### src/rtl/core/bfa_pkg.sv
// Shared types, constants and helpers of the bitmap frame allocator.
// No dependencies; imported by every module of the block.
`default_nettype none

package bfa_pkg;

   localparam int unsigned MAX_FRAMES_DEF  = 32768;
   localparam int unsigned FRAME_BYTES_DEF = 4096;

   localparam int unsigned FRAME_W   = 16;   // frame totals and frame numbers
   localparam int unsigned IDX_W     = 15;
   localparam int unsigned REQ_W     = 32;
   localparam int unsigned ADDR_W    = 27;
   localparam int unsigned WORD_BITS = 32;
   localparam int unsigned BIT_W     = 5;
   localparam int unsigned WSEL_W    = FRAME_W - BIT_W;  // map word select

   localparam logic [FRAME_W-1:0] TOTAL_RESET = 16'd32768;

   typedef enum logic [1:0] {
      CMD_ALLOC = 2'd0,
      CMD_FREE  = 2'd1,
      CMD_FILL  = 2'd2,
      CMD_TEST  = 2'd3
   } cmd_type;

   typedef enum logic [1:0] {
      ST_OK    = 2'd0,
      ST_NOMEM = 2'd1,
      ST_RANGE = 2'd2
   } status_type;

   typedef struct packed {
      logic                   wr_en;
      logic [WSEL_W-1:0]      wr_word;
      logic [WORD_BITS-1:0]   wr_data;
      logic                   rd_en;
      logic [WSEL_W-1:0]      rd_word;
   } map_req_type;

   typedef struct packed {
      logic               found;
      logic [BIT_W-1:0]   bit_sel;
      logic               more;
   } scan_type;

   typedef struct packed {
      logic [FRAME_W-1:0] free_frames;
      logic               frame_was_used;
      logic [ADDR_W-1:0]  frame_address;
      logic [IDX_W-1:0]   frame_number;
      logic [1:0]         status;
   } rsp_type;

   function automatic logic [FRAME_W-1:0] free_count(input logic [FRAME_W-1:0] total,
                                                     input logic [FRAME_W-1:0] used);
      free_count = (used >= total) ? '0 : total - used;
   endfunction

endpackage

`default_nettype wire

### src/rtl/core/bfa_scan.sv
// Shared scan unit: limits a map word to frames below the total and finds its
// lowest clear bit; also tells whether a further word lies below the total.
// Depends on bfa_pkg.
`default_nettype none

module bfa_scan
   import bfa_pkg::*;
(
   input  wire logic [FRAME_W-1:0]   eff_total,
   input  wire logic [WSEL_W-1:0]    word_sel,
   input  wire logic [WORD_BITS-1:0] word_data,
   output      scan_type             result
);

   logic [FRAME_W:0]     rem;
   logic [WORD_BITS-1:0] mask;
   logic [WORD_BITS-1:0] open_bits;

   always_comb begin
      rem = {1'b0, eff_total} - {1'b0, word_sel, {BIT_W{1'b0}}};
      // frames at or above the total count as used
      mask = (rem >= (FRAME_W+1)'(WORD_BITS)) ? '1
                                              : ~({WORD_BITS{1'b1}} << rem[BIT_W-1:0]);
      open_bits = ~word_data & mask;

      result.found   = |open_bits;
      result.more    = rem > (FRAME_W+1)'(WORD_BITS);
      result.bit_sel = '0;
      for (int b = WORD_BITS - 1; b >= 0; b--) begin
         if (open_bits[b]) begin
            result.bit_sel = BIT_W'(b);
         end
      end
   end

endmodule

`default_nettype wire

### config.mk
export PLATFORM = sky130hd
export DESIGN_NAME = bfa_scan
export DESIGN_NICKNAME = d
export VERILOG_FILES = /design/src/rtl/core/bfa_pkg.sv /design/src/rtl/core/bfa_scan.sv
export SDC_FILE = /design/constraint.sdc
export NUM_CORES = 1
export LEC_CHECK = 0
export BUFFER_PORTS_ARGS = -buffer_cell sky130_fd_sc_hd__buf_4
export CORE_MARGIN = 4
export CORE_UTILIZATION = 40
export DETAILED_ROUTE_END_ITERATION = 8
export GPL_TIMING_DRIVEN = 0
export PLACE_DENSITY = 0.68
export SLEW_MARGIN = 20
export SYNTH_ARGS = -nofsm -noshare
export SYNTH_HDL_FRONTEND = slang
export SYNTH_SLANG_ARGS = --single-unit
### constraint.sdc
create_clock -name vclk -period 3.9
set_clock_uncertainty 0.1 [all_clocks]
set_input_delay 0.39 -clock vclk [all_inputs]
set_output_delay 0.39 -clock vclk [all_outputs]
set_load 0.01 [all_outputs]
After elaboration in Yosys (flattened, before gate mapping)
Index checks and enable logic that the tools add are counted.

Memories: 0. Input port bits: 59. Bits in latches: 0. ROM bits: 0. Bits in registers: 0. RAM bits: 0.

Eq/ne operators: 0. Reduce and logical (&&, ||, !) cells: 1. Multiplexer cells: 33. Order comparisons: 2. Shift-type cells: 1. Bitwise gates (word level): 3. Divide/modulo/power cells: 0. Add/sub/neg operators: 1. Multipliers: 0.

Operators with widths (count): $mux W5 (32); $not A32 Y32 (2); $and A32 B32 Y32 (1); $mux W32 (1); $reduce_or A32 Y1 (1); $shl A32 B5 Y32 const A (1); $ge A17 B6 Y1 const B (1); $gt A17 B6 Y1 const B (1); $sub A16 B16 Y17 (1).

Depth between registers and ports, before layout
Gate-level depths: netlist of the first run.

Word-level depth: 37. Depth in mapped cells: 15. Mapped depth without buffers: 13.

Worst setup path before layout of the first run
OpenSTA, ideal clock, no wires.

Path type: input port to output port. Start point: input eff_total[5]. End point: output result[5] in the netlist's numbering. Setup slack: 0.032 ns. Stages on the path: 14. Data required time: 3.410 ns. Data arrival time: 3.378 ns. Path through: inv_1 ha_1 fa_1 nor2b_1 o211ai_1 o311a_1 or4_4 nor4_4 buf_6 nand3_2 a21o_1 nor4_2 nand3_1 nor2_1.

RTL lines: start: declaration (line bfa_scan.sv:9) `input wire logic [FRAME_W-1:0] eff_total,`; end: declaration (line bfa_scan.sv:12) `output scan_type result`.

==> results of run 1 <==
final cells by class:
cell class | instances | area [um2] | share of cell area
multi-input cells | 274 | 2208 | 0.7035
repair buffers | 82 | 654.4 | 0.2084
plain buffers | 18 | 115.1 | 0.03667
well taps | 67 | 83.83 | 0.02670
inverters | 20 | 77.57 | 0.02471
worst max path at each step:
stage | from | depth (start not counted) | end
after floorplan | eff_total[5] | 14 | result[5]
after global placement | eff_total[5] | 15 | result[6]
after detailed placement | eff_total[5] | 15 | result[6]
after CTS | eff_total[5] | 16 | result[6]
after global routing | eff_total[5] | 19 | result[1]
final | eff_total[5] | 17 | result[2]
layer usage:
layer | vias up | global-route usage
met5 | - | 0
met4 | 0 | 0.05944
met3 | 33 | 0.04195
met2 | 206 | 0.3854
met1 | 1338 | 0.3292
li1 | 1362 | -
power groups by stage:
stage / Sequential [uW] / Combinational [uW] / Clock (uW)
2_1_floorplan: 0 / 183 / 0
3_3_place_gp: 0 / 284 / 0
3_5_place_dp: 0 / 285 / 0
4_1_cts: 0 / 335 / 0
5_1_grt: 0 / 393 / 0
6_report: 0 / 366 / 0
stage by stage:
| step | area, um2 | utilization | hold slack (ns) |
|---|---|---|---|
| floorplan | 1999 | - | 0.8993 |
| global placement | 2571 | 0.5373 | 1.135 |
| detailed placement | 2571 | 0.5373 | 1.147 |
| CTS | 2967 | 0.6199 | 1.122 |
| global route | 3139 | 0.6559 | 1.164 |
| finish | 3139 | 0.6559 | 1.121 |
logic make-up after synthesis:
group	count (synthesis)	share of synthesized area
simple gates	136	0.3773
compound gates	123	0.4449
buf+inv	39	0.08385
fa+ha+maj	12	0.07885
mux	2	0.01064
xor+xnor	1	0.004381
cell usage in the layout (no fill, tap or decap), drive strengths merged, types with 2 or more instances in the layout:
cell type	synthesis	routed
a41o	3	3
o21a	5	5
a31o	2	2
nand4b	3	3
ha	11	11
nor2b	2	2
o2bb2ai	2	2
nor4	4	4
or4	2	2
o211ai	4	4
buf	10	91
a32oi	3	3
nand4	3	3
or2	4	4
a211o	6	6
a22o	2	2
nand3b	3	3
a221oi	2	2
a211oi	10	10
o21bai	2	2
o2111ai	4	4
o22ai	2	2
a22oi	2	2
nor3	5	5
inv	20	20
a31oi	5	5
nor4b	3	3
clkbuf	9	9
and2	12	12
a21oi	22	22
and3	5	5
a41oi	4	4
nand2	31	31
nor2	29	29
or3	2	2
a21o	8	8
nand2b	10	10
o21ai	21	21
nand3	14	14
what timing repair did:
action,4_1_cts,5_1_grt
buffers inserted,9,7
pin swaps,16,12
resized for setup,66,20
cloned,1,0
endpoints found under the setup margin,6,6
==> metrics.md, run 1 <==
| Metric | Value |
|---|---|
| Status | complete, but fails checks |
| Failing checks | setup timing |
| Crit path time final | around 4.1 ns |
| Hold crit path type | in2out |
| Max layer used | met4 |
| N_diodes | 0 |
| Critical path's most frequent cell | buf_4 |
| Via density | approximately 6.4 |
| Number of global-route vias before repair | approximately 2600 |
| Worst relative slew slack | 0.5076 |
| Register share of total power | 0 |
| Global-route wire length before repair | ~13000 um |
| Via Count | ~2900 |
| Fmax | roughly 250 MHz |
| CP Data Required Time | roughly 3.4 ns |
| Top post-synthesis cells by area | ha_1 (6.9%), nand2_1 (5.8%), nor2_1 (5.4%), a21oi_1 (5.3%), o21ai_0 (4.8%) |
| Placed Cells | between 400 and 500 |
| Met3 wire length | just over 800 um |
| Final ANT Viol Nets | 0 |
| Comb power frac | 1.000 |
| Hold Crit Start | word_data[0] |
| Syn Nets | 384 |
| Hold EP | result[1] |
| Critical path class | in2out |
| Sw Ratio | 0.5676 |
| Seq cells | 0 |
| PwrDens | 116.7 nW/um2 |
| Library cells used by synthesis | 75 |
| Setup crit end kind | output pin |
| RSZ-0062 raised after global routing | true |
| Dpl ws | -0.6515 ns |
| Slowest cell on crit path | or4_4 |
| Final hold vios | 0 |
| Final setup TNS | -0.7920 ns |
| Internal | 158.4 uW |
| Worst-path fanout max | 3 |
| Critical path buffer and inverter count | 5 |
| Register area | 0 um2 |
| Final setup viols | 6 |
| Non-Filler Instances | 461 |
| Post-synth top cells | nand2_1 (31), nor2_1 (29), a21oi_1 (21) |
| Initial Util | 0.4178 |
| Top-count cell post-synth | nand2_1 |
| Crit-path max cell delay | between 0.5 and 0.6 ns |
| CP arrival | roughly 3.6 ns |
| Total global-route track usage | 0.2395 |
| Avg Inst Size Synth | 6.388 um2 |
| CP Cell Sequence | buf_8 > inv_4 > ha_4 > fa_2 > nor2b_1 > o211ai_1 > o311a_1 > or4_4 > nor4_4 > buf_4 > buf_4 > a31o_4 > nand2b_4 > a221oi_4 > nand4b_1 > o21ai_1 > buf_4 |
| Setup crit start kind | input pin |
| Switching power | around 210 uW |
| Starting DRT DRC Count | 380 |
| Total wire length | ~8200 um |
| Delay-heaviest family, CP | compound AO/OA/AOI/OAI gates |
| DRC errors left | 0 |
| Seq/Total Area, Yosys | 0 |
| Synth warn | 0 |
| Initial antenna violation count | 0 |
| Hold_buf cts | 0 |
| Row count | 25 |
| I/O Buffers | 65 |
| Num ports | 66 |
| Leading area contributor after synthesis | ha_1 |
| Post-synthesis cell count | between 300 and 400 |
| Global route total overflow | 0 |
| VDD IR max | between 0.00007 and 0.00008 V |
| Clock buffers | 0 |
| Core area | between 4000 and 5000 um2 |
| Worst slew pin tran | approximately 0.73 ns |
| Max Slew Vio Count | 0 |
| Max Cap Viol | 0 |
| Filler Cells Inserted | 404 |
| Die Ht | roughly 80 um |
| Die area | about 6200 um2 |
| Final nets | roughly 470 |
| First-pass DRT Iterations | 5 |
| Share of layout cells above drive strength 1 | 0.3756 |
| Power share of the clock group | 0 |
| Largest net degree at the start of global routing | 11 |
| Dpl hpwl | 5726 um |
| Min setup slack post-route | -0.1791 ns |
| Final Cycle Share | 1.046 |
| Worst hold stages | 4 |
| Syn Std Cell Area | 1999 um2 |
| Cell leakage power | between 0.001 and 0.0015 uW |
| Area grow syn2layout | 57.01% |
| Met1 wire length | between 3000 and 4000 um |
| Routability Congestion | about 0.94 |
| Die Wd | 78.70 um |
| DR WL met2 | approximately 3700 um |
| Top cell type's share of synthesized area | 0.06884 |
| Average wire per standard cell | 17.70 um |
| Power consumption | between 300 and 400 uW |
(Power assumes the default switching activity.)
==> run 2, diff against run 1 <==
--- a/config.mk
+++ b/config.mk
@@ -12,3 +12,3 @@
 export GPL_TIMING_DRIVEN = 0
-export PLACE_DENSITY = 0.68
+export PLACE_DENSITY = 0.66
 export SLEW_MARGIN = 20
==> constraint.sdc (replaced) <==
create_clock -name vclk -period 5
set_clock_uncertainty 0.1 [all_clocks]
set_input_delay 0.25 -clock vclk [all_inputs]
set_output_delay 0.25 -clock vclk [all_outputs]
set_load 0.01 [all_outputs]
==> run 2 against run 1 <==
  * The flow now finishes without violations
  * Worst setup slack gained 0.81 ns
  * Clock-buffer cell count is the same
  * Non-clock buffer count shrank 16
  * Total power shrank 38%
  * Sequential share of layout area is the same
  * Die area is the same
  * Routed wire length shrank 11%
  * Hold slack lost 0.21 ns
  * First-iteration DRC count shrank 38%
  * Sequential cell count is the same
  * Global-route usage shrank 1.4 points
  * Combinational power shrank 38%
  * Critical path type unchanged
  * Largest cell class unchanged
  * Highest routed layer unchanged
==> metrics.md, run 2 (same netlist as run 1, synthesis figures left out) <==
| Metric | Value |
|---|---|
| Global-route wire length before repair | 11620 um (-7.2%) |
| First-pass DRT Iterations | 5 (unchanged) |
| Setup crit end kind | output pin |
| Critical path class | in2out |
| Critical path's most frequent cell | buf_4 |
| Slowest cell on crit path | a221oi_1 |
| Via density | 6.072 (-4.8%) |
| CP arrival | 4.02 ns (+0.43 ns) |
| Share of layout cells above drive strength 1 | 0.2407 (-0.1349) |
| Initial Util | 0.4178 (unchanged) |
| Number of global-route vias before repair | 2457 (-5.5%) |
| Hold_buf cts | 0 (unchanged) |
| Max Cap Viol | 0 (unchanged) |
| Fin Hold WS | 0.9058 ns (-0.2149 ns) |
| RSZ-0062 raised after global routing | false |
| DRC errors left | 0 (unchanged) |
| Total wire length | 7246 um (-11%) |
| Row count | 25 (unchanged) |
| # resized after CTS | 0 (-100%) |
| Max layer used | met4 |
| Global route total overflow | 0 (unchanged) |
| Total global-route track usage | 0.2257 (-0.01378) |
| CP Data Required Time | 4.65 ns (+1.24 ns) |
| Met3 wire length | 647 um (-21%) |
| Final setup viols | 0 (-6) |
| Worst slew pin tran | 0.7033 ns (-0.02758 ns) |
| Post-CTS setup buffers | 0 (-9) |
| DR WL met2 | 3142 um (-16%) |
| Worst relative slew slack | 0.5311 (+0.02353) |
| Starting DRT DRC Count | 237 (-38%) |
| Commonest non-fill, non-tap cell in the layout | buf_4 |
| Most frequent cells in the layout | buf_4 (67), nand2_1 (31), nor2_1 (29), a21oi_1 (21), inv_1 (20) |
| Num ports | 66 (unchanged) |
| Crit path time final | between 4 and 5 ns |
| Max Slew Vio Count | 0 (unchanged) |
| Via Count | 2702 (-8.1%) |
| Routability Congestion | 0.9318 (-0.68%) |
| Seq cells | 0 (unchanged) |
| Worst hold stages | 4 (unchanged) |
| Clock buffers | 0 (unchanged) |
| Final ANT Viol Nets | 0 (unchanged) |
| Register area | 0 um2 (unchanged) |
| Dpl hpwl | 5980 um (+4.4%) |
| VDD IR max | 0.00005247 V (-32%) |
| Fmax | between 200 and 250 MHz |
| Crit-path max cell delay | 0.74 ns (+0.23 ns) |
| Final hold vios | 0 (unchanged) |
| Final setup TNS | 0 ns (+0.7920 ns) |
| Area grow syn2layout | 28.60% |
| Hold crit path type | in2out |
| Average wire per standard cell | 16.28 um (-8.0%) |
| Cell leakage power | 0.001135 uW (-14%) |
| Final Cycle Share | 0.8738 |
| Met1 wire length | 3409 um (+1.4%) |
| Initial antenna violation count | 0 (unchanged) |
| Die Wd | 78.70 um (unchanged) |
| Final nets | 451 (-3.4%) |
| I/O Buffers | 65 (unchanged) |
| Status | finished, final reports clean |
| N_diodes | 0 (unchanged) |
| PwrDens | 88.72 nW/um2 (-24%) |
| Setup crit start kind | input pin |
| Largest net degree at the start of global routing | 11 (unchanged) |
| Core area | 4786 um2 (unchanged) |
| CP Cell Sequence | buf_4 > inv_1 > ha_1 > fa_1 > nand2b_1 > a211oi_1 > o21ai_0 > a22oi_1 > and4b_1 > buf_4 > nand4b_1 > a221oi_1 > nand3_1 > nand2b_4 > buf_4 |
| Worst-path fanout max | 8 (+5) |
| Filler Cells Inserted | 526 (+30%) |
| Die area | 6194 um2 (unchanged) |
| Die Ht | 78.70 um (unchanged) |
## run 2: cell types whose count changed in the layout (fill, tap and decap cells not counted), sizes merged
cell,delta
buf,-16
## run 2: final cells by class
class	instances	area, um2	share of cell area
Multi-Input combinational cell	274	1832	0.7124
Timing Repair Buffer	65	488.0	0.1898
Tap cell	67	83.83	0.03260
Inverter	20	75.07	0.02920
Buffer	19	92.59	0.03601
## run 2: per-stage QoR
stage                     area (um2)  setup slack (ns)    util  power (uW)  instances
after floorplan                 1999             1.412       -       142.4        313
after global placement          2571            0.6781  0.5373       222.8        445
after detailed placement        2571            0.6721  0.5373       223.9        445
after CTS                       2571            0.6517  0.5373       224.9        445
after global routing            2571            0.3155  0.5373       252.1        445
final                           2571            0.6309  0.5373       228.1        445
## run 2: power breakdown
| group | total, uW | switching (uW) | internal (uW) |
|---|---|---|---|
| clock network | 0 | 0 | 0 |
| logic | 228 | 130 | 98.4 |
| registers | 0 | 0 | 0 |
| total | 228 | 130 | 98.4 |
## run 2: worst paths after layout
kind	startpoint	to
max	eff_total[5]	result[6]
min	word_data[0]	result[1]
## run 2: critical path: cells and delay by family
family / cells / cell delay, ns
compound gates: 4 / 1.63
simple gates: 5 / 1.09
buf+inv: 4 / 0.41
fa+ha+maj: 2 / 0.64
## run 2: routing by layer
| layer | vias up | track usage |
|---|---|---|
| met2 | 140 | 0.3599 |
| met4 | 0 | 0.02273 |
| met1 | 1222 | 0.3388 |
| met5 | - | 0 |
| li1 | 1334 | - |
| met3 | 6 | 0.01814 |
==> run 3, diff against run 2 <==
- ABC_AREA: default -> 1
- CAP_MARGIN: default -> 20
- PLACE_DENSITY: 0.66 -> 0.68
==> run 3 against run 2 <==
  * Clock-buffer cell count is the same
  * Routed wire length is 30% lower
  * Critical path depth rose by 29
  * Cell area is 14% lower
  * Hold slack got worse by 0.097 ns
  * Global-route usage shrank 4.0 points
  * Sequential share of layout area did not move
  * Synthesized area decreased by 17%
  * Critical path type unchanged
  * Critical endpoint is now result[1]
==> metrics.md, run 3 <==
| Metric | Value |
|---|---|
| Status | finished, final reports clean |
| Top cell type's share of synthesized area | 0.2744 (+0.2055) |
| Most frequent cells in the layout | nand2_1 (122), buf_4 (65), inv_1 (53), nor2_1 (42), nand3_1 (18) |
| Worst hold stages | 4 (unchanged) |
| Critical path class | in2out |
| Hold crit path type | in2out |
| Number of global-route vias before repair | 1945 (-21%) |
| Die Ht | 72.60 um (-7.8%) |
| Max Cap Viol | 0 (unchanged) |
| Synth warn | 0 (unchanged) |
| Syn Std Cell Area | 1669 um2 (-17%) |
| Final hold vios | 0 (unchanged) |
| Total wire length | 5058 um (-30%) |
| Top-count cell post-synth | nand2_1 |
| First-pass DRT Iterations | 4 (-1) |
| Initial Util | 0.4143 (-0.003492) |
| Min setup slack post-route | 0.8694 ns (+0.2386 ns) |
| Num ports | 66 (unchanged) |
| VDD IR max | 0.00004619 V (-12%) |
| Worst-path fanout max | 3 (-5) |
| Post-synthesis cell count | 331 (+5.8%) |
| Final ANT Viol Nets | 0 (unchanged) |
| Setup crit end kind | output pin |
| Area grow syn2layout | 32.98% |
| RSZ-0062 raised after global routing | false |
| # resized after CTS | 0 (unchanged) |
| Clock buffers | 0 (unchanged) |
| Final nets | 469 (+4.0%) |
| Critical path's most frequent cell | nand2_1 |
| Hold_buf cts | 0 (unchanged) |
| Largest net degree at the start of global routing | 11 (unchanged) |
| Final setup viols | 0 (unchanged) |
| Dpl hpwl | 4463 um (-25%) |
| Core area | 4029 um2 (-16%) |
| Starting DRT DRC Count | 135 (-43%) |
| Average wire per standard cell | 11.34 um (-30%) |
| Commonest non-fill, non-tap cell in the layout | nand2_1 |
| I/O Buffers | 65 (unchanged) |
| Crit path time final | 4.131 ns (-0.2386 ns) |
| Worst relative slew slack | 0.7416 (+0.2105) |
| Die Wd | 72.60 um (-7.8%) |
| Post-synth top cells | nand2_1 (122), inv_1 (53), nor2_1 (42) |
| Post-layout utilization of the core | 0.5509 (+0.01368) |
| Via Count | 2183 (-19%) |
| Via density | 4.895 (-19%) |
| Placed Cells | 446 (+0.22%) |
| Seq cells | 0 (unchanged) |
| Syn Nets | 402 (+4.7%) |
| Top post-synthesis cells by area | nand2_1 (27%), inv_1 (12%), nor2_1 (9.4%), ha_1 (8.2%), o21bai_1 (7.2%) |
| Register area | 0 um2 (unchanged) |
| Hold Crit Start | word_data[1] |
| DRC errors left | 0 (unchanged) |
| Share of layout cells above drive strength 1 | 0.2449 (+0.004209) |
| Seq/Total Area, Yosys | 0 (unchanged) |
| Avg Inst Size Synth | 5.043 um2 (-21%) |
| Hold EP | result[1] |
| Slowest cell on crit path | fa_1 |
| N_diodes | 0 (unchanged) |
| Library cells used by synthesis | 34 (-55%) |
| Setup crit start kind | input pin |
| Global route total overflow | 0 (unchanged) |
| Fin Hold WS | 0.8092 ns (-0.09660 ns) |
| Global-route wire length before repair | 8252 um (-29%) |
| Routability Congestion | 0.8678 (-6.9%) |
| Cell leakage power | 0.001299 uW (+14%) |
| Final Cycle Share | 0.8261 (-0.04771) |
| Total global-route track usage | 0.1853 (-0.04041) |
| Die area | 5270 um2 (-15%) |
| Post-CTS setup buffers | 0 (unchanged) |
| Non-Filler Instances | 446 (+0.22%) |
| Fmax | 242.1 MHz (+5.8%) |
| Final setup TNS | 0 ns (unchanged) |
| Initial antenna violation count | 0 (unchanged) |
| Row count | 23 (-8.0%) |
| PwrDens | 86.01 nW/um2 (-3.0%) |
| Max Slew Vio Count | 0 (unchanged) |
| CP arrival | 3.78 ns (-0.24 ns) |
| Worst slew pin tran | 0.3861 ns (-0.3172 ns) |
| Crit-path max cell delay | 0.39 ns (-0.35 ns) |
| CP Data Required Time | 4.65 ns (about the same) |
| Dpl ws | 0.8976 ns (+0.2255 ns) |
| Leading area contributor after synthesis | nand2_1 |
==> run 3: cell count changes after synthesis, sizes merged, moves of 7 or more <==
cell,change
a21oi,-9
nand2b,-10
nand3,+9
a211oi,-10
inv,+37
o21ai,-16
o21bai,+16
nor2,+16
buf,-9
clkbuf,-7
and2,-12
nand2,+94
==> run 3: worst max-delay path, delay by kind of cell <==
kind,cells,cell delay (ns)
simple gates,36,2.26
fa+ha+maj,2,0.60
buf+inv,4,0.35
compound gates,2,0.31
==> run 3: stage by stage <==
step / instance area [um2] / total power, uW
final: 2220 / 190.9
after global placement: 2220 / 188.0
after floorplan: 1669 / 126.5
after detailed placement: 2220 / 189.6
after global routing: 2220 / 216.1
after CTS: 2220 / 190.6
==> run 3: layout make-up <==
cell class         count  area, um2
fillers              434       1809
repair buffers        65      488.0
inverters             57      214.0
multi-input cells    271       1425
well taps             50      62.56
plain buffers          3      30.03
==> run 3: worst max path at each step <==
stage	cells past startpoint	from	end	slack (ns)
6_report	44	eff_total[5]	result[1]	0.87
4_1_cts	44	eff_total[5]	result[1]	0.89
3_5_place_dp	44	eff_total[5]	result[1]	0.90
5_1_grt	44	eff_total[5]	result[1]	0.38
2_1_floorplan	42	eff_total[5]	result[1]	1.52
3_3_place_gp	44	eff_total[5]	result[1]	0.95
==> run 3: cells by family (layout without fill, tap and decap cells) <==
| group | after synthesis | in the layout | share of synthesized area |
|---|---|---|---|
| buffers and inverters | 60 | 125 | 0.1462 |
| AOI/OAI and AO/OA | 48 | 48 | 0.2047 |
| and+or+nand+nor | 211 | 211 | 0.5547 |
| adders and majority gates | 12 | 12 | 0.09445 |
==> run 3: report_power, final <==
group          switching, uW  internal [uW]  total, uW
Clock                      0              0          0
Combinational            105           86.2        191
Sequential                 0              0          0
==> run 3: routing by layer <==
| layer | GRT usage | vias up | wire length (um) |
|---|---|---|---|
| met1 | 0.2754 | 949 | 2508 |
| met3 | 0.006887 | 2 | 230 |
| met4 | 0.006148 | 0 | 8 |
| met5 | 0 | - | 0 |
| met2 | 0.3116 | 55 | 2310 |
| li1 | - | 1177 | - |
