File: config.mk
export PLATFORM = sky130hd
export DESIGN_NAME = bfa_ctrl
export DESIGN_NICKNAME = d
export VERILOG_FILES = /design/src/rtl/core/bfa_pkg.sv /design/src/rtl/core/bfa_ctrl.sv
export SDC_FILE = /design/constraint.sdc
export NUM_CORES = 1
export LEC_CHECK = 0
export BUFFER_PORTS_ARGS = -buffer_cell sky130_fd_sc_hd__buf_2
export CAP_MARGIN = 25
export CELL_PAD_IN_SITES_DETAIL_PLACEMENT = 2
export CELL_PAD_IN_SITES_GLOBAL_PLACEMENT = 2
export CORE_UTILIZATION = 31
export CTS_BUF_LIST = sky130_fd_sc_hd__clkbuf_4
export CTS_CLUSTER_DIAMETER = 100
export DETAILED_ROUTE_END_ITERATION = 7
export GPL_ROUTABILITY_DRIVEN = 0
export PLACE_DENSITY_LB_ADDON = 0.1
export SYNTH_ARGS = -nofsm -noshare
export SYNTH_HDL_FRONTEND = slang
export SYNTH_SLANG_ARGS = --single-unit
File: constraint.sdc
create_clock -name clock -period 10.9 [get_ports clock]
set_clock_uncertainty 0.15 [all_clocks]
set_input_delay 2.18 -clock clock [delete_from_list [all_inputs] [get_ports clock]]
set_output_delay 2.18 -clock clock [all_outputs]
set_load 0.02 [all_outputs]
File: src/rtl/core/bfa_pkg.sv
// Shared types, constants and helpers of the bitmap frame allocator.
// No dependencies; imported by every module of the block.
`default_nettype none

package bfa_pkg;

   localparam int unsigned MAX_FRAMES_DEF  = 32768;
   localparam int unsigned FRAME_BYTES_DEF = 4096;

   localparam int unsigned FRAME_W   = 16;   // frame totals and frame numbers
   localparam int unsigned IDX_W     = 15;
   localparam int unsigned REQ_W     = 32;
   localparam int unsigned ADDR_W    = 27;
   localparam int unsigned WORD_BITS = 32;
   localparam int unsigned BIT_W     = 5;
   localparam int unsigned WSEL_W    = FRAME_W - BIT_W;  // map word select

   localparam logic [FRAME_W-1:0] TOTAL_RESET = 16'd32768;

   typedef enum logic [1:0] {
      CMD_ALLOC = 2'd0,
      CMD_FREE  = 2'd1,
      CMD_FILL  = 2'd2,
      CMD_TEST  = 2'd3
   } cmd_type;

   typedef enum logic [1:0] {
      ST_OK    = 2'd0,
      ST_NOMEM = 2'd1,
      ST_RANGE = 2'd2
   } status_type;

   typedef struct packed {
      logic                   wr_en;
      logic [WSEL_W-1:0]      wr_word;
      logic [WORD_BITS-1:0]   wr_data;
      logic                   rd_en;
      logic [WSEL_W-1:0]      rd_word;
   } map_req_type;

   typedef struct packed {
      logic               found;
      logic [BIT_W-1:0]   bit_sel;
      logic               more;
   } scan_type;

   typedef struct packed {
      logic [FRAME_W-1:0] free_frames;
      logic               frame_was_used;
      logic [ADDR_W-1:0]  frame_address;
      logic [IDX_W-1:0]   frame_number;
      logic [1:0]         status;
   } rsp_type;

   function automatic logic [FRAME_W-1:0] free_count(input logic [FRAME_W-1:0] total,
                                                     input logic [FRAME_W-1:0] used);
      free_count = (used >= total) ? '0 : total - used;
   endfunction

endpackage

`default_nettype wire

File: src/rtl/core/bfa_ctrl.sv
// Sequencer of the frame allocator: command decode, map fill sweep, word scan
// through the shared scan unit, used-count upkeep and the response register.
// Depends on bfa_pkg; drives bfa_map and bfa_scan.
`default_nettype none

module bfa_ctrl
   import bfa_pkg::*;
#(
   parameter int unsigned MAX_FRAMES  = MAX_FRAMES_DEF,
   parameter int unsigned FRAME_BYTES = FRAME_BYTES_DEF,
   parameter int unsigned MAP_WORDS   = 1024
) (
   input  wire logic                 clock,
   input  wire logic                 reset,
   input  wire logic [FRAME_W-1:0]   total_frames,
   input  wire logic                 req_valid,
   output      logic                 req_ready,
   input  wire cmd_type              req_command,
   input  wire logic [IDX_W-1:0]     req_frame_index,
   input  wire logic [REQ_W-1:0]     req_request_size,
   output      logic                 rsp_valid,
   input  wire logic                 rsp_ready,
   output      rsp_type              rsp,
   output      map_req_type          map_req,
   input  wire logic [WORD_BITS-1:0] map_rd_data,
   output      logic [FRAME_W-1:0]   eff_total,
   output      logic [WSEL_W-1:0]    scan_word,
   input  wire scan_type             scan_res
);

   typedef enum logic [2:0] {
      S_FILL, S_IDLE, S_LOOK, S_EVAL, S_CHECK, S_SCAN, S_ADDR, S_RESP
   } state_type;

   localparam logic [31:0]        MAXF      = 32'(MAX_FRAMES);
   localparam logic [WSEL_W-1:0]  LAST_WORD = WSEL_W'(MAP_WORDS - 1);
   localparam logic [ADDR_W-1:0]  FB        = ADDR_W'(FRAME_BYTES);

   state_type          state_ff, state_in;
   cmd_type            cmd_ff, cmd_in;
   logic [IDX_W-1:0]   idx_ff, idx_in;
   logic [REQ_W-1:0]   size_ff, size_in;
   logic [FRAME_W-1:0] used_ff, used_in;
   logic [WSEL_W-1:0]  word_ff, word_in;
   logic [WSEL_W-1:0]  fill_ff, fill_in;
   logic               silent_ff, silent_in;
   logic [FRAME_W-1:0] fnum_ff, fnum_in;
   rsp_type            rsp_ff, rsp_in;
   logic [ADDR_W-1:0]  fnum_ext;

   assign eff_total = ({16'd0, total_frames} > MAXF) ? MAXF[FRAME_W-1:0] : total_frames;
   assign scan_word = word_ff;
   assign req_ready = (state_ff == S_IDLE);
   assign rsp_valid = (state_ff == S_RESP);
   assign rsp       = rsp_ff;
   assign fnum_ext  = ADDR_W'(fnum_ff);

   always_comb begin
      state_in  = state_ff;
      cmd_in    = cmd_ff;
      idx_in    = idx_ff;
      size_in   = size_ff;
      used_in   = used_ff;
      word_in   = word_ff;
      fill_in   = fill_ff;
      silent_in = silent_ff;
      fnum_in   = fnum_ff;
      rsp_in    = rsp_ff;
      map_req   = '0;

      case (state_ff)
         S_FILL: begin
            map_req.wr_en   = 1'b1;
            map_req.wr_word = fill_ff;
            map_req.wr_data = '1;
            if (fill_ff == LAST_WORD) begin
               silent_in = 1'b0;
               if (silent_ff) begin
                  state_in = S_IDLE;
               end else begin
                  state_in = S_RESP;
                  rsp_in   = '{free_frames: free_count(eff_total, used_ff),
                               frame_was_used: 1'b0, frame_address: '0,
                               frame_number: '0, status: ST_OK};
               end
            end else begin
               fill_in = fill_ff + 1'b1;
            end
         end
         S_IDLE: begin
            if (req_valid) begin
               cmd_in  = req_command;
               idx_in  = req_frame_index;
               size_in = req_request_size;
               case (req_command)
                  CMD_ALLOC: state_in = S_CHECK;
                  CMD_FREE, CMD_TEST: state_in = S_LOOK;
                  CMD_FILL: begin
                     state_in = S_FILL;
                     fill_in  = '0;
                  end
                  default: state_in = S_IDLE;
               endcase
            end
         end
         S_LOOK: begin
            if ({1'b0, idx_ff} >= eff_total) begin
               state_in = S_RESP;
               rsp_in   = '{free_frames: free_count(eff_total, used_ff),
                            frame_was_used: 1'b0, frame_address: '0,
                            frame_number: idx_ff, status: ST_RANGE};
            end else begin
               map_req.rd_en   = 1'b1;
               map_req.rd_word = WSEL_W'(idx_ff >> BIT_W);
               state_in        = S_EVAL;
            end
         end
         S_EVAL: begin
            if (cmd_ff == CMD_FREE) begin
               map_req.wr_en   = 1'b1;
               map_req.wr_word = WSEL_W'(idx_ff >> BIT_W);
               map_req.wr_data = map_rd_data & ~(WORD_BITS'(1) << idx_ff[BIT_W-1:0]);
               used_in         = (used_ff == '0) ? '0 : used_ff - 1'b1;
            end
            state_in = S_RESP;
            rsp_in   = '{free_frames: free_count(eff_total, used_in),
                         frame_was_used: map_rd_data[idx_ff[BIT_W-1:0]],
                         frame_address: '0, frame_number: idx_ff, status: ST_OK};
         end
         S_CHECK: begin
            if ({16'd0, free_count(eff_total, used_ff)} > size_ff) begin
               map_req.rd_en   = 1'b1;
               map_req.rd_word = '0;
               word_in         = '0;
               state_in        = S_SCAN;
            end else begin
               state_in = S_RESP;
               rsp_in   = '{free_frames: free_count(eff_total, used_ff),
                            frame_was_used: 1'b0, frame_address: '0,
                            frame_number: '0, status: ST_NOMEM};
            end
         end
         S_SCAN: begin
            if (scan_res.found) begin
               map_req.wr_en   = 1'b1;
               map_req.wr_word = word_ff;
               map_req.wr_data = map_rd_data | (WORD_BITS'(1) << scan_res.bit_sel);
               used_in         = used_ff + 1'b1;
               fnum_in         = {word_ff, scan_res.bit_sel};
               state_in        = S_ADDR;
            end else if (scan_res.more) begin
               // fetch the next word while this one is judged
               map_req.rd_en   = 1'b1;
               map_req.rd_word = word_ff + 1'b1;
               word_in         = word_ff + 1'b1;
            end else begin
               state_in = S_RESP;
               rsp_in   = '{free_frames: free_count(eff_total, used_ff),
                            frame_was_used: 1'b0, frame_address: '0,
                            frame_number: '0, status: ST_NOMEM};
            end
         end
         S_ADDR: begin
            state_in = S_RESP;
            rsp_in   = '{free_frames: free_count(eff_total, used_ff),
                         frame_was_used: 1'b0, frame_address: fnum_ext * FB,
                         frame_number: fnum_ff[IDX_W-1:0], status: ST_OK};
         end
         S_RESP: begin
            if (rsp_ready) begin
               state_in = S_IDLE;
            end
         end
         default: state_in = S_IDLE;
      endcase
   end

   always_ff @(posedge clock) begin
      if (reset) begin
         state_ff  <= S_FILL;
         fill_ff   <= '0;
         silent_ff <= 1'b1;
         used_ff   <= '0;
      end else begin
         state_ff  <= state_in;
         fill_ff   <= fill_in;
         silent_ff <= silent_in;
         used_ff   <= used_in;
         cmd_ff    <= cmd_in;
         idx_ff    <= idx_in;
         size_ff   <= size_in;
         word_ff   <= word_in;
         fnum_ff   <= fnum_in;
         rsp_ff    <= rsp_in;
      end
   end

endmodule

`default_nettype wire

* After elaboration in Yosys (flattened, before gate mapping)
Cells that the tools add are included.
** Storage, ports and cells
- Register bits after elaboration :: 167
- Bits of input ports :: 108
- Output and inout port bits :: 146
- Word-level logic and storage cells :: 118
** Cells by class
- Add/subtract/negate cells :: 6
- Magnitude comparators :: 6
- Equal/unequal tests :: 26
- Shifts and indexed selects :: 2
- Multiplexer cells :: 43
- Bitwise gates (word level) :: 4
- Reductions and logical operators :: 17
** Operators with widths (count)
- two-way mux 61 bit :: 6
- one-hot mux 61 bit (6 select lines) :: 1
- one-hot mux 44 bit (3 select lines) :: 1
- two-way mux 16 bit :: 7
- two-way mux 44 bit :: 2
- two-way mux 11 bit :: 6
- left shift 1 x 5 -> 32 bit (first input constant) :: 2
- two-way mux 12 bit :: 4
- one-hot mux 11 bit (2 select lines) :: 2
- one-hot mux 12 bit (3 select lines) :: 1
- bitwise AND 32 bit :: 1
- greater-or-equal comparator 16 bit :: 2
- > comparator 16 x 32 -> 1 bit :: 1
- inverter 32 bit :: 1
- OR 32 bit :: 1
- one-hot mux 16 bit (2 select lines) :: 1
- subtractor 16 bit :: 2
- adder 11 x 1 -> 11 bit (second input constant) :: 2
- != test 2 bit (second input constant) :: 11
- two-way mux 3 bit :: 7
- one-hot mux 3 bit (7 select lines) :: 1
- adder 16 x 1 -> 16 bit (second input constant) :: 1
- greater-or-equal comparator 15 x 16 -> 1 bit :: 1
- > comparator 16 bit (second input constant) :: 1
- other kinds (26) :: 39

* Longest topological paths before layout
Gate-level depths: netlist of run 1.
- Depth in word-level cells :: 7
- Depth in mapped cells :: 22
- Mapped depth without buffers :: 22

* Least setup slack after synthesis of run 1
Ideal clock, no wire load.
- Kind :: input to register
- Start point :: input total_frames[4]
- End point :: register rsp_ff, in the netlist rsp[0], enable pin
- Setup time :: 0.594 ns
- Arrival time :: 10.876 ns
- Required time :: 10.156 ns
- Setup slack :: -0.720 ns
- Stages on the path :: 21
- Buffers on the path :: 0
- Path through :: nor4_1 -> nand4_1 -> nand2_1 -> nand2_1 -> inv_1 -> ha_1 -> and4_1 -> a21boi_0 -> or3_1 -> a21oi_1 -> nor2_1 -> inv_1 -> nor2_1 -> ha_1 -> nand4_1 -> or2_2 -> nor3_1 -> nor3_1 -> inv_1 -> a2111o_1 -> nor4b_1
** On the way
- Longest elaborated chain between the ends :: 7
- Elaborated cells between the ends (all ways) :: 10
- Classes of those cells :: add/sub (1); order compare (4); eq/ne (2); mux (2); reduce/logical (1)
** RTL lines
- start: declaration :: line bfa_ctrl.sv:15 : input wire logic [FRAME_W-1:0] total_frames,
- > comparator 16 bit (*) :: line bfa_ctrl.sv:51 : assign eff_total = ({16'd0, total_frames} > MAXF) ? MAXF[FRAME_W-1:0] : total_frames;
- two-way mux 16 bit (*) :: line bfa_ctrl.sv:51
- via eff_total[7] :: line bfa_ctrl.sv:26 : output logic [FRAME_W-1:0] eff_total,
- subtractor 16 bit / greater-or-equal comparator 16 bit (equally long branches) :: line bfa_pkg.sv:57 : free_count = (used >= total) ? '0 : total - used;
- two-way mux 16 bit :: line bfa_pkg.sv:57
- > comparator 16 x 32 -> 1 bit :: line bfa_ctrl.sv:131 : if ({16'd0, free_count(eff_total, used_ff)} > size_ff) begin
- != test 2 bit (no line)
- AND reduction 8 bit (no line) (*)
- end signal: assignment :: line bfa_ctrl.sv:194 : rsp_ff <= rsp_in;
- end: declaration :: line bfa_ctrl.sv:48 : rsp_type rsp_ff, rsp_in;
The timed path passes the listed nets; every way through them passes the cells marked *.
A chain may end at the register's enable or synchronous reset.

==> results of run 1 <==
## cells in the mapped netlist (4+ instances only)
master     count
and4_1         7
nand4_1       18
o211ai_1       4
nor2_1        90
xnor2_1       28
buf_4         12
o21ai_0       48
or3_1         14
and3_1        19
xor2_1        21
o21a_1         5
nand2_1       92
a31oi_1       40
and2_1        26
nand2b_1      17
buf_1          5
clkbuf_1      45
nor2b_1       10
o22ai_1        8
a22o_1        11
a222oi_1      10
inv_1         73
mux2i_1        5
ha_1          68
edfxtp_1     124
mux4_2        10
o31ai_1        5
a21oi_1       58
a211oi_1      37
dfxtp_1       31
o2bb2ai_1     12
nor3_1        66
nor4_1        10
nand3_1       19
or2_2          7
a21o_1        29
nor3b_1       10
## cell type report
class,instances,area [um2]
antenna,1,2.50
clock buffer,17,128
clock inverter,15,233
fill,3766,20900
inverter,73,274
multi-input combinational,860,5790
sequential,155,4340
tap,448,561
timing repair buffer,256,1360
## worst reg2reg max path: stages (launching register included)
cell      delay (ps)
dfxtp_1          570
inv_1            200
ha_1             410
and4_1           250
a21boi_0         140
or3_1            390
a21oi_1          510
nor2_1           220
inv_1            240
nor2_1            80
ha_1             290
nor2b_1          140
o21ai_0          150
a21oi_1           80
o31ai_1          380
a2111o_1         420
nor4b_4          310
buf_4            420
## metrics by stage
| stage | power, mW | std cells |
|---|---|---|
| 6_report | 1.27 | 1825 |
| 5_1_grt | 1.32 | 1825 |
| 4_1_cts | 1.29 | 1823 |
| 3_5_place_dp | 0.837 | 1791 |
| 3_3_place_gp | 0.832 | 1788 |
| 2_1_floorplan | 0.763 | 1153 |
## path summary, 6_finish.rpt
| check | start | to | cells after the start |
|---|---|---|---|
| max | total_frames[4] | map_req[11] | 22 |
| min | silent_ff | silent_ff | 2 |
| max reg2reg | used_ff[5] | rsp[52] | 17 |
| min reg2reg | silent_ff | silent_ff | 2 |
## per-layer routing
metal | up-vias | track usage [%] | share of wire, %
li1 | 4692 | - | -
met1 | 5105 | 34.0 | 47
met2 | 256 | 39.8 | 46
met3 | 49 | 4.43 | 4.2
met4 | 0 | 8.39 | 2.5
met5 | - | 0 | 0
## sequential cells by signal (all words and copies together), names as in the netlist
name and cells:
state_ff 3, idx_ff 15, used_ff 16, fill_ff 11
cmd_ff 2, scan_word 11, silent_ff 1, rsp 49
size_ff 32, fnum_ff 15
## logic make-up (layout without fill, tap and decap cells)
kind of cell / count (synthesis) / count (layout) / synth area share [%]
simple gates: 420 / 420 / 20.3
compound gates: 294 / 294 / 18.5
other cells: 1 / 13 / 0.0353
flops: 155 / 155 / 40.9
xor+xnor: 49 / 49 / 4.04
mux: 15 / 15 / 2.59
fa+ha+maj: 70 / 70 / 8.38
buf+inv: 138 / 361 / 5.33
## placed cells by master (no fill, tap or decap), drive strengths merged, types with 17 or more instances in the layout
cell type	count
xnor2	28
and3	19
nor3	66
clkbuf	17
a31oi	40
nand4	18
dfxtp	31
buf	256
inv	79
and2	27
xor2	21
o21ai	49
edfxtp	124
nand3	19
a21o	29
a211oi	37
nor2	91
nand2	92
a21oi	58
nand2b	17
ha	68
## power by group through the flow
stage / sequential (mW) / combinational [mW] / clock (mW)
final: 0.638 / 0.188 / 0.448
after global routing: 0.638 / 0.204 / 0.481
after CTS: 0.638 / 0.188 / 0.465
after detailed placement: 0.651 / 0.186 / 0
after global placement: 0.651 / 0.181 / 0
after floorplan: 0.650 / 0.113 / 0
==> impl_metrics.py, run 1 <==
metrics = {
    "clock_network": {
        "cts_tree": "yes",
        "cts_made_buffers": 17,
        "clk_latency_ps": 640,
        "cts_buffer_depth": 2,
        "postCtsSetupBuffers": 0,
        "clkTransAtPathRegs_ps": 160,
        "ctsResizeCount": 0,
        "cts_max_level": 4,
        "hold_buffers": 0,
        "cts-root-buf": "clkbuf_4",
        "cts.sinks": 155,
    },
    "finish": {
        "syn_to_final_growth_pct": 19.3,
        "fin_nets": 1541,
        "finish.instance_area_mm2": 0.0127,
        "final_util_pct": 37.7,
        "drive_gt1_share_pct": 23.0,
    },
    "power": {
        "power.net_switching_mw": 0.373,
        "powerDensity_mw_per_mm2": 100,
        "pwr-share-seq_pct": 50.1,
        "p_comb_share_pct": 14.8,
        "leakage_nw": 5.47,
        "irDropWorstVdd_uv": 115,
        "internal_power_mw": 0.900,
        "switching_share_pct": 29.3,
        "clkPwrFrac_pct": 35.2,
    },
    "timing": {
        "period_needed_ps": 9820,
        "fmax_ghz": 0.102,
        "tns_ps": 0,
        "tightest_slew_ps": 1030,
        "setup_viol": 0,
        "fin_hold_ws_ps": 356,
        "slew_headroom_pct": 31.2,
        "final-hold-violation-count": 0,
        "rsz0062_at_grt": "no",
        "timing.final.ws_setup_ps": 1080,
        "drv_slew": 0,
        "finalCritPeriodShare_pct": 90.1,
    },
    "global_route": {
        "first_global_vias": 10600,
        "grt_usage_pct": 25.0,
        "grt_max_degree": 46,
        "grt_pass1_wl_mm": 66.1,
        "antenna_found_initial": 1,
        "overflow": 0,
    },
    "hold_path": {
        "hp-class": "reg2reg",
    },
    "placed_design": {
        "post-dp-hpwl_mm": 33.9,
        "place_ws_ps": 1140,
        "dpl_cell_area_mm2": 0.0123,
        "io_buffers": 241,
    },
    "floorplanning": {
        "dieArea_mm2": 0.0350,
        "core_area_mm2": 0.0336,
        "initial_core_util_pct": 31.6,
        "die_y_um": 187,
        "io_pins": 254,
        "die_w_um": 187,
        "num_rows": 67,
    },
    "critical_path": {
        "required_ps": 8570,
        "crit_type": "in2out",
        "max_stage_delay_ps": 530,
        "reg2reg_slack_ps": 5170,
        "cp-end-kind": "primary output",
        "cp_cell_sequence": "buf_2, nor4_1, nand4_1, nand2_1, nand2_1, inv_1, ha_1, a21oi_1, a21boi_0, or3_1, a21oi_1, nor2_1, inv_1, nor2_1, ha_1, nand4_1, or2_2, a211oi_1, nor3_1, a2111o_1, nand3b_1, buf_2",
        "path_buf_inv": 4,
        "cp_max_fo": 8,
        "crit_family": "simple AND/OR/NAND/NOR gates",
        "cp-start-kind": "input pin",
        "cp.arrival_ps": 7490,
        "slowest_stage": "a2111o_1",
    },
    "detailed_routing": {
        "wl_per_cell_um": 24.0,
        "routed_via_density": 5.54,
        "drtPass1Iterations": 7,
        "num_vias": 10100,
        "antenna_left": 0,
        "drc": 0,
        "initialDrtViolationCount": 705,
        "wirelength_mm": 43.8,
    },
    "logic_synthesis": {
        "yosysWarnings": 0,
        "synthFlopType": "edfxtp_1",
        "synth_top_area_cell": "edfxtp_1",
        "async_reset_ff_share_pct": 0,
        "synthDistinctLibCells": 68,
        "synthesis.instances": 1142,
        "synth-seq-cells": 155,
        "synth_top_area_share_pct": 35.0,
        "syn_area_mm2": 0.0106,
        "syn_avg_cell_area_um2": 9.31,
        "synthTopCellsByArea": "edfxtp_1, ha_1, dfxtp_1",
        "synth_edf_count": 124,
        "yosysSeqAreaShare_pct": 40.9,
    },
    "status": {
        "status": "finished, final reports clean",
    },
    "run": {
        "max-cap-violations": 0,
    },
}
No activity file was read; power rests on OpenSTA's default activity.
==> run 2: changes to the inputs <==
CORE_UTILIZATION = 36   (was 31)
clock period = 12.7 ns   (was 10.9 ns; I/O delays follow)
==> run 2 against run 1 <==
Net effect: cell count fell by 3.3%; critical path type unchanged; clock power fell by 21%; total power fell by 17%; worst setup slack improved by 1200 ps; sequential power fell by 14%; register-to-register slack improved by 1700 ps; die area fell by 14%; via count rose by 1.5%.
==> impl_metrics.py, run 2 (synthesized netlist as in run 1, its figures left out) <==
metrics = {
    "status": {
        "status": "finished, final reports clean",
    },
    "run": {
        "max-cap-violations": 0,
    },
    "floorplanning": {
        "dieArea_mm2": 0.0302,
        "core_area_mm2": 0.0289,
        "die_y_um": 174,
        "die_w_um": 174,
        "io_pins": 254,
        "initial_core_util_pct": 36.8,
        "num_rows": 62,
    },
    "clock_network": {
        "hold_buffers": 0,
        "cts-root-buf": "clkbuf_4",
        "clkTransAtPathRegs_ps": 150,
        "postCtsSetupBuffers": 0,
        "clk_latency_ps": 630,
        "cts_made_buffers": 17,
        "ctsResizeCount": 0,
        "cts_max_level": 4,
        "cts_tree": "yes",
        "cts.sinks": 155,
        "cts_buffer_depth": 2,
    },
    "detailed_routing": {
        "wirelength_mm": 42.6,
        "drc": 0,
        "route.met2.wl_mm": 19.6,
        "dr_wl_met3_mm": 2.35,
        "initialDrtViolationCount": 753,
        "drtPass1Iterations": 5,
        "num_vias": 10200,
        "met1Wirelength_mm": 19.9,
        "antenna_left": 0,
        "wl_per_cell_um": 24.2,
        "routed_via_density": 5.81,
        "dr.max_layer_used": "met5",
    },
    "critical_path": {
        "cp-start-kind": "input pin",
        "cp_max_fo": 8,
        "cp.arrival_ps": 7690,
        "crit_family": "simple AND/OR/NAND/NOR gates",
        "path_buf_inv": 4,
        "crit_type": "in2out",
        "slowest_stage": "a21oi_1",
        "required_ps": 10010,
        "cp-end-kind": "primary output",
        "cp_cell_sequence": "buf_2, nor4_1, nand4_1, nand2_1, nand2_1, inv_1, ha_1, a21oi_1, a21boi_0, or3_1, a21oi_1, nor2_1, inv_1, nor2_1, ha_1, nand4_1, or2_2, a211oi_1, nor3_1, a2111o_1, nand3b_1, buf_2",
        "max_stage_delay_ps": 530,
    },
    "power": {
        "power_mw": 1.06,
        "irDropWorstVdd_uv": 104,
        "leakage_nw": 5.45,
        "powerDensity_mw_per_mm2": 84.3,
    },
    "finish": {
        "fill_cells": 3280,
        "syn_to_final_growth_pct": 18.4,
        "drive_gt1_share_pct": 23.0,
        "largest_reg_flops": 49,
        "layout_commonest_cell": "buf_2",
        "final_cell_mix": "buf_2, edfxtp_1, nand2_1, nor2_1, inv_1",
        "fin_nets": 1542,
    },
    "timing": {
        "fin_hold_ws_ps": 368,
        "tightest_slew_ps": 834,
        "finalCritPeriodShare_pct": 81.7,
        "setup_viol": 0,
        "rsz0062_at_grt": "no",
        "tns_ps": 0,
        "drv_slew": 0,
        "final-hold-violation-count": 0,
        "fmax_ghz": 0.0963,
        "slew_headroom_pct": 44.3,
        "period_needed_ps": 10380,
    },
    "global_route": {
        "grt_max_degree": 46,
        "grt_pass1_wl_mm": 65.0,
        "antenna_found_initial": 4,
        "overflow": 0,
        "first_global_vias": 10600,
        "grt_usage_pct": 28.3,
    },
    "placed_design": {
        "io_buffers": 241,
        "post-dp-hpwl_mm": 33.0,
    },
    "hold_path": {
        "hp-class": "reg2reg",
    },
}
==> run 2: cell count changes in the layout (fill, tap and decap cells not counted), sizes merged <==
cell | previous run | this run
bufinv | 4 | 2
clkinv | 5 | 6
diode | 1 | 3
buf | 256 | 257
clkinvlp | 0 | 1
==> run 2: path summary, 6_finish.rpt <==
check,start,to,slack (ps),depth (start not counted)
max,total_frames[4],map_req[11],2320,22
max reg2reg,used_ff[0],rsp[45],6860,18
min,silent_ff,silent_ff,370,2
min reg2reg,silent_ff,silent_ff,370,2
==> run 2: per-layer routing <==
metal	up-vias	GRT usage (%)
met3	48	5.04
li1	4699	-
met5	-	0
met4	2	7.24
met2	338	45.1
met1	5162	39.5
==> run 2: worst register-to-register path, cell delays in order (launching register included) <==
cell	delay [ps]
dfxtp_1	600
ha_1	270
inv_1	60
fa_1	410
nand3_1	110
a21boi_0	110
or3_1	400
a21oi_1	530
nor2_1	220
inv_1	240
nor2_1	90
ha_1	300
nor2b_1	130
o21ai_0	180
a21oi_1	90
o31ai_1	420
a2111o_1	390
nor4b_2	350
buf_4	440
==> run 2: area by class of cell <==
class / instances / area [um2] / area share, %
multi-input cells: 860 / 5780 / 45.9
flip-flops and latches: 155 / 4340 / 34.5
repair buffers: 257 / 1370 / 10.9
well taps: 384 / 480 / 3.82
inverters: 73 / 274 / 2.18
clock inverters: 15 / 205 / 1.63
clock buffers: 17 / 128 / 1.01
diodes: 3 / 7.51 / 0.0596
==> run 2: metrics by stage <==
| stage | setup slack (ps) | std cells | area, um2 | utilization, % |
|---|---|---|---|---|
| final | 2320 | 1764 | 12600 | 43.6 |
| after CTS | 2350 | 1758 | 12500 | 43.4 |
| after floorplan | 720 | 1153 | 10700 | - |
| after global placement | 2510 | 1723 | 12200 | 42.1 |
| after global routing | 1920 | 1763 | 12600 | 43.6 |
| after detailed placement | 2350 | 1726 | 12200 | 42.3 |
==> run 2: power by group <==
part           switching, mW  internal [mW]  total (mW)
Combinational          0.100         0.0616       0.162
Clock                  0.223          0.129       0.352
Sequential           0.00123          0.546       0.547
==> run 3: changes to the inputs <==
ABC_AREA = 1   (was default)
CORE_UTILIZATION = 32   (was 36)
clock period = 10 ns   (was 12.7 ns; I/O delays follow)
==> run 3 against run 2 <==
Net effect: worst setup slack got worse by 1200 ps; critical path depth rose by 5; flip-flop and latch count did not move; critical path type unchanged; largest power group unchanged; highest routed layer unchanged.
==> impl_metrics.py, run 3 <==
metrics = {
    "timing": {
        "period_needed_ps": 8900,
        "tightest_slew_ps": 1020,
        "tns_ps": 0,
        "timing.final.ws_setup_ps": 1100,
        "drv_slew": 0,
        "slew_headroom_pct": 32.1,
        "rsz0062_at_grt": "no",
        "setup_viol": 0,
        "fin_hold_ws_ps": 330,
        "finalCritPeriodShare_pct": 89.0,
        "final-hold-violation-count": 0,
        "fmax_ghz": 0.112,
    },
    "floorplanning": {
        "io_pins": 254,
        "dieArea_mm2": 0.0365,
        "initial_core_util_pct": 32.8,
        "die_w_um": 191,
        "core_area_mm2": 0.0349,
        "num_rows": 68,
        "die_y_um": 191,
    },
    "critical_path": {
        "reg2reg_slack_ps": 4880,
        "crit_type": "in2out",
        "cp-end-kind": "primary output",
        "cp_common_cell": "nand2_1",
        "required_ps": 7850,
        "endpoint": "map_req[11]",
        "slowest_stage": "o21ai_0",
        "cp_max_fo": 14,
        "timing.rr.start": "used_ff[7]",
        "reg2reg_to": "rsp[45]",
        "max_stage_delay_ps": 520,
        "cp-start-kind": "input pin",
        "reg2regPathDepth": 21,
        "cp-startpoint": "total_frames[9]",
        "cp.arrival_ps": 6750,
    },
    "finish": {
        "multi_input_area_mm2": 0.00598,
        "register_area_mm2": 0.00434,
        "finish.instance_area_mm2": 0.0133,
        "drive_gt1_share_pct": 20.3,
        "fill_cells": 4136,
        "syn_to_final_growth_pct": 16.6,
        "final_cell_mix": "nand2_1, buf_2, inv_1, nand3_1, edfxtp_1",
        "layout_commonest_cell": "nand2_1",
        "largest_reg_flops": 49,
        "fin_nets": 1883,
        "layoutNonFillerInstCount": 2179,
    },
    "power": {
        "leakage_nw": 6.08,
        "irDropWorstVdd_uv": 219,
        "powerDensity_mw_per_mm2": 102,
    },
    "global_route": {
        "first_global_vias": 12500,
        "grt_max_degree": 49,
        "grt_usage_pct": 27.5,
        "antenna_found_initial": 8,
        "overflow": 0,
        "grt_pass1_wl_mm": 75.2,
    },
    "clock_network": {
        "hold_buffers": 0,
        "cts_max_level": 4,
        "clk_latency_ps": 640,
        "ctsResizeCount": 0,
        "cts_made_buffers": 17,
        "clkTransAtPathRegs_ps": 150,
        "cts_buffer_depth": 2,
        "cts.sinks": 155,
        "cts_tree": "yes",
        "cts-root-buf": "clkbuf_4",
        "postCtsSetupBuffers": 0,
    },
    "detailed_routing": {
        "antenna_left": 0,
        "wirelength_mm": 49.9,
        "drc": 0,
        "routed_via_density": 5.42,
        "drtPass1Iterations": 5,
        "initialDrtViolationCount": 620,
        "wl_per_cell_um": 22.9,
        "num_vias": 11800,
    },
    "logic_synthesis": {
        "synth-seq-cells": 155,
        "syn_area_mm2": 0.0114,
        "synthTopCellsByArea": "edfxtp_1, nand2_1, ha_1",
        "yosysSeqAreaShare_pct": 38.0,
        "syn_avg_cell_area_um2": 7.67,
        "synthesis.instances": 1491,
        "synth_edf_count": 124,
        "yosys-top-cells-count": "nand2_1, inv_1, nand3_1",
        "async_reset_ff_share_pct": 0,
        "yosys.cell_count.top_type": "nand2_1",
        "synthFlopType": "edfxtp_1",
        "synth_top_area_share_pct": 32.6,
        "synthDistinctLibCells": 55,
        "synth_top_area_cell": "edfxtp_1",
        "yosysWarnings": 0,
    },
    "status": {
        "status": "finished, final reports clean",
    },
    "placed_design": {
        "dpl_cell_area_mm2": 0.0130,
        "place_ws_ps": 1120,
        "dpl.cell_count": 2141,
        "io_buffers": 241,
        "post-dp-hpwl_mm": 39.2,
    },
    "run": {
        "max-cap-violations": 0,
    },
    "hold_path": {
        "hp-class": "reg2reg",
    },
}
==> run 3: cell count changes after synthesis, moves of 32 or more <==
cell	before	now
nor3_1	66	18
nor2_1	90	122
o21ai_0	48	94
nand3_1	19	133
inv_1	73	199
a211oi_1	37	0
nand2_1	92	295
==> run 3: logic make-up (layout without fill, tap and decap cells) <==
| family | Yosys count | after routing | share of synthesized area (%) |
|---|---|---|---|
| XOR/XNOR | 29 | 29 | 2.22 |
| other | 1 | 18 | 0.0328 |
| AO/OA/AOI/OAI | 283 | 283 | 15.1 |
| adder cells (fa/ha/maj) | 70 | 70 | 7.79 |
| AND/OR/NAND/NOR | 673 | 673 | 26.7 |
| buffers and inverters | 280 | 496 | 10.2 |
| flip-flops | 155 | 155 | 38.0 |
==> run 3: power by group <==
group	switching (mW)	leakage (nW)	total (mW)	internal, mW
Combinational	0.147	4.56	0.221	0.0738
Clock	0.287	0.161	0.446	0.158
Sequential	0.00108	1.36	0.695	0.694
==> run 3: through the flow <==
stage,utilization (%),power [mW]
2_1_floorplan,-,0.843
3_3_place_gp,37.1,0.919
3_5_place_dp,37.3,0.926
4_1_cts,38.2,1.37
5_1_grt,38.2,1.42
6_report,38.2,1.36
==> run 3: cell type report <==
type                            count  share of cell area (%)
Timing Repair Buffer              250                    9.85
Clock inverter                     15                    1.35
Inverter                          214                    6.02
Antenna cell                        6                   0.113
Sequential cell                   155                    32.6
Multi-Input combinational cell   1067                    44.9
Tap cell                          455                    4.27
Clock buffer                       17                   0.957
==> run 3: worst max-delay path: cells and delay by family <==
kind / cells / cell delay (ps)
AND/OR/NAND/NOR: 18 / 2750
AO/OA/AOI/OAI: 2 / 910
adder cells (fa/ha/maj): 3 / 640
buffers and inverters: 4 / 430
==> run 3: worst min-delay path by stage <==
stage | end | cells after the start | start | slack [ps]
2_1_floorplan | silent_ff | 2 | silent_ff | 290
3_3_place_gp | silent_ff | 2 | silent_ff | 300
3_5_place_dp | silent_ff | 2 | silent_ff | 310
4_1_cts | silent_ff | 2 | silent_ff | 330
5_1_grt | silent_ff | 2 | silent_ff | 380
6_report | silent_ff | 2 | silent_ff | 330
==> run 3: layer usage <==
layer / share of wire [%] / global-route usage (%)
met1: 46 / 36.0
met2: 48 / 46.2
met3: 4.0 / 4.30
met4: 2.3 / 8.30
met5: 0.016 / 0
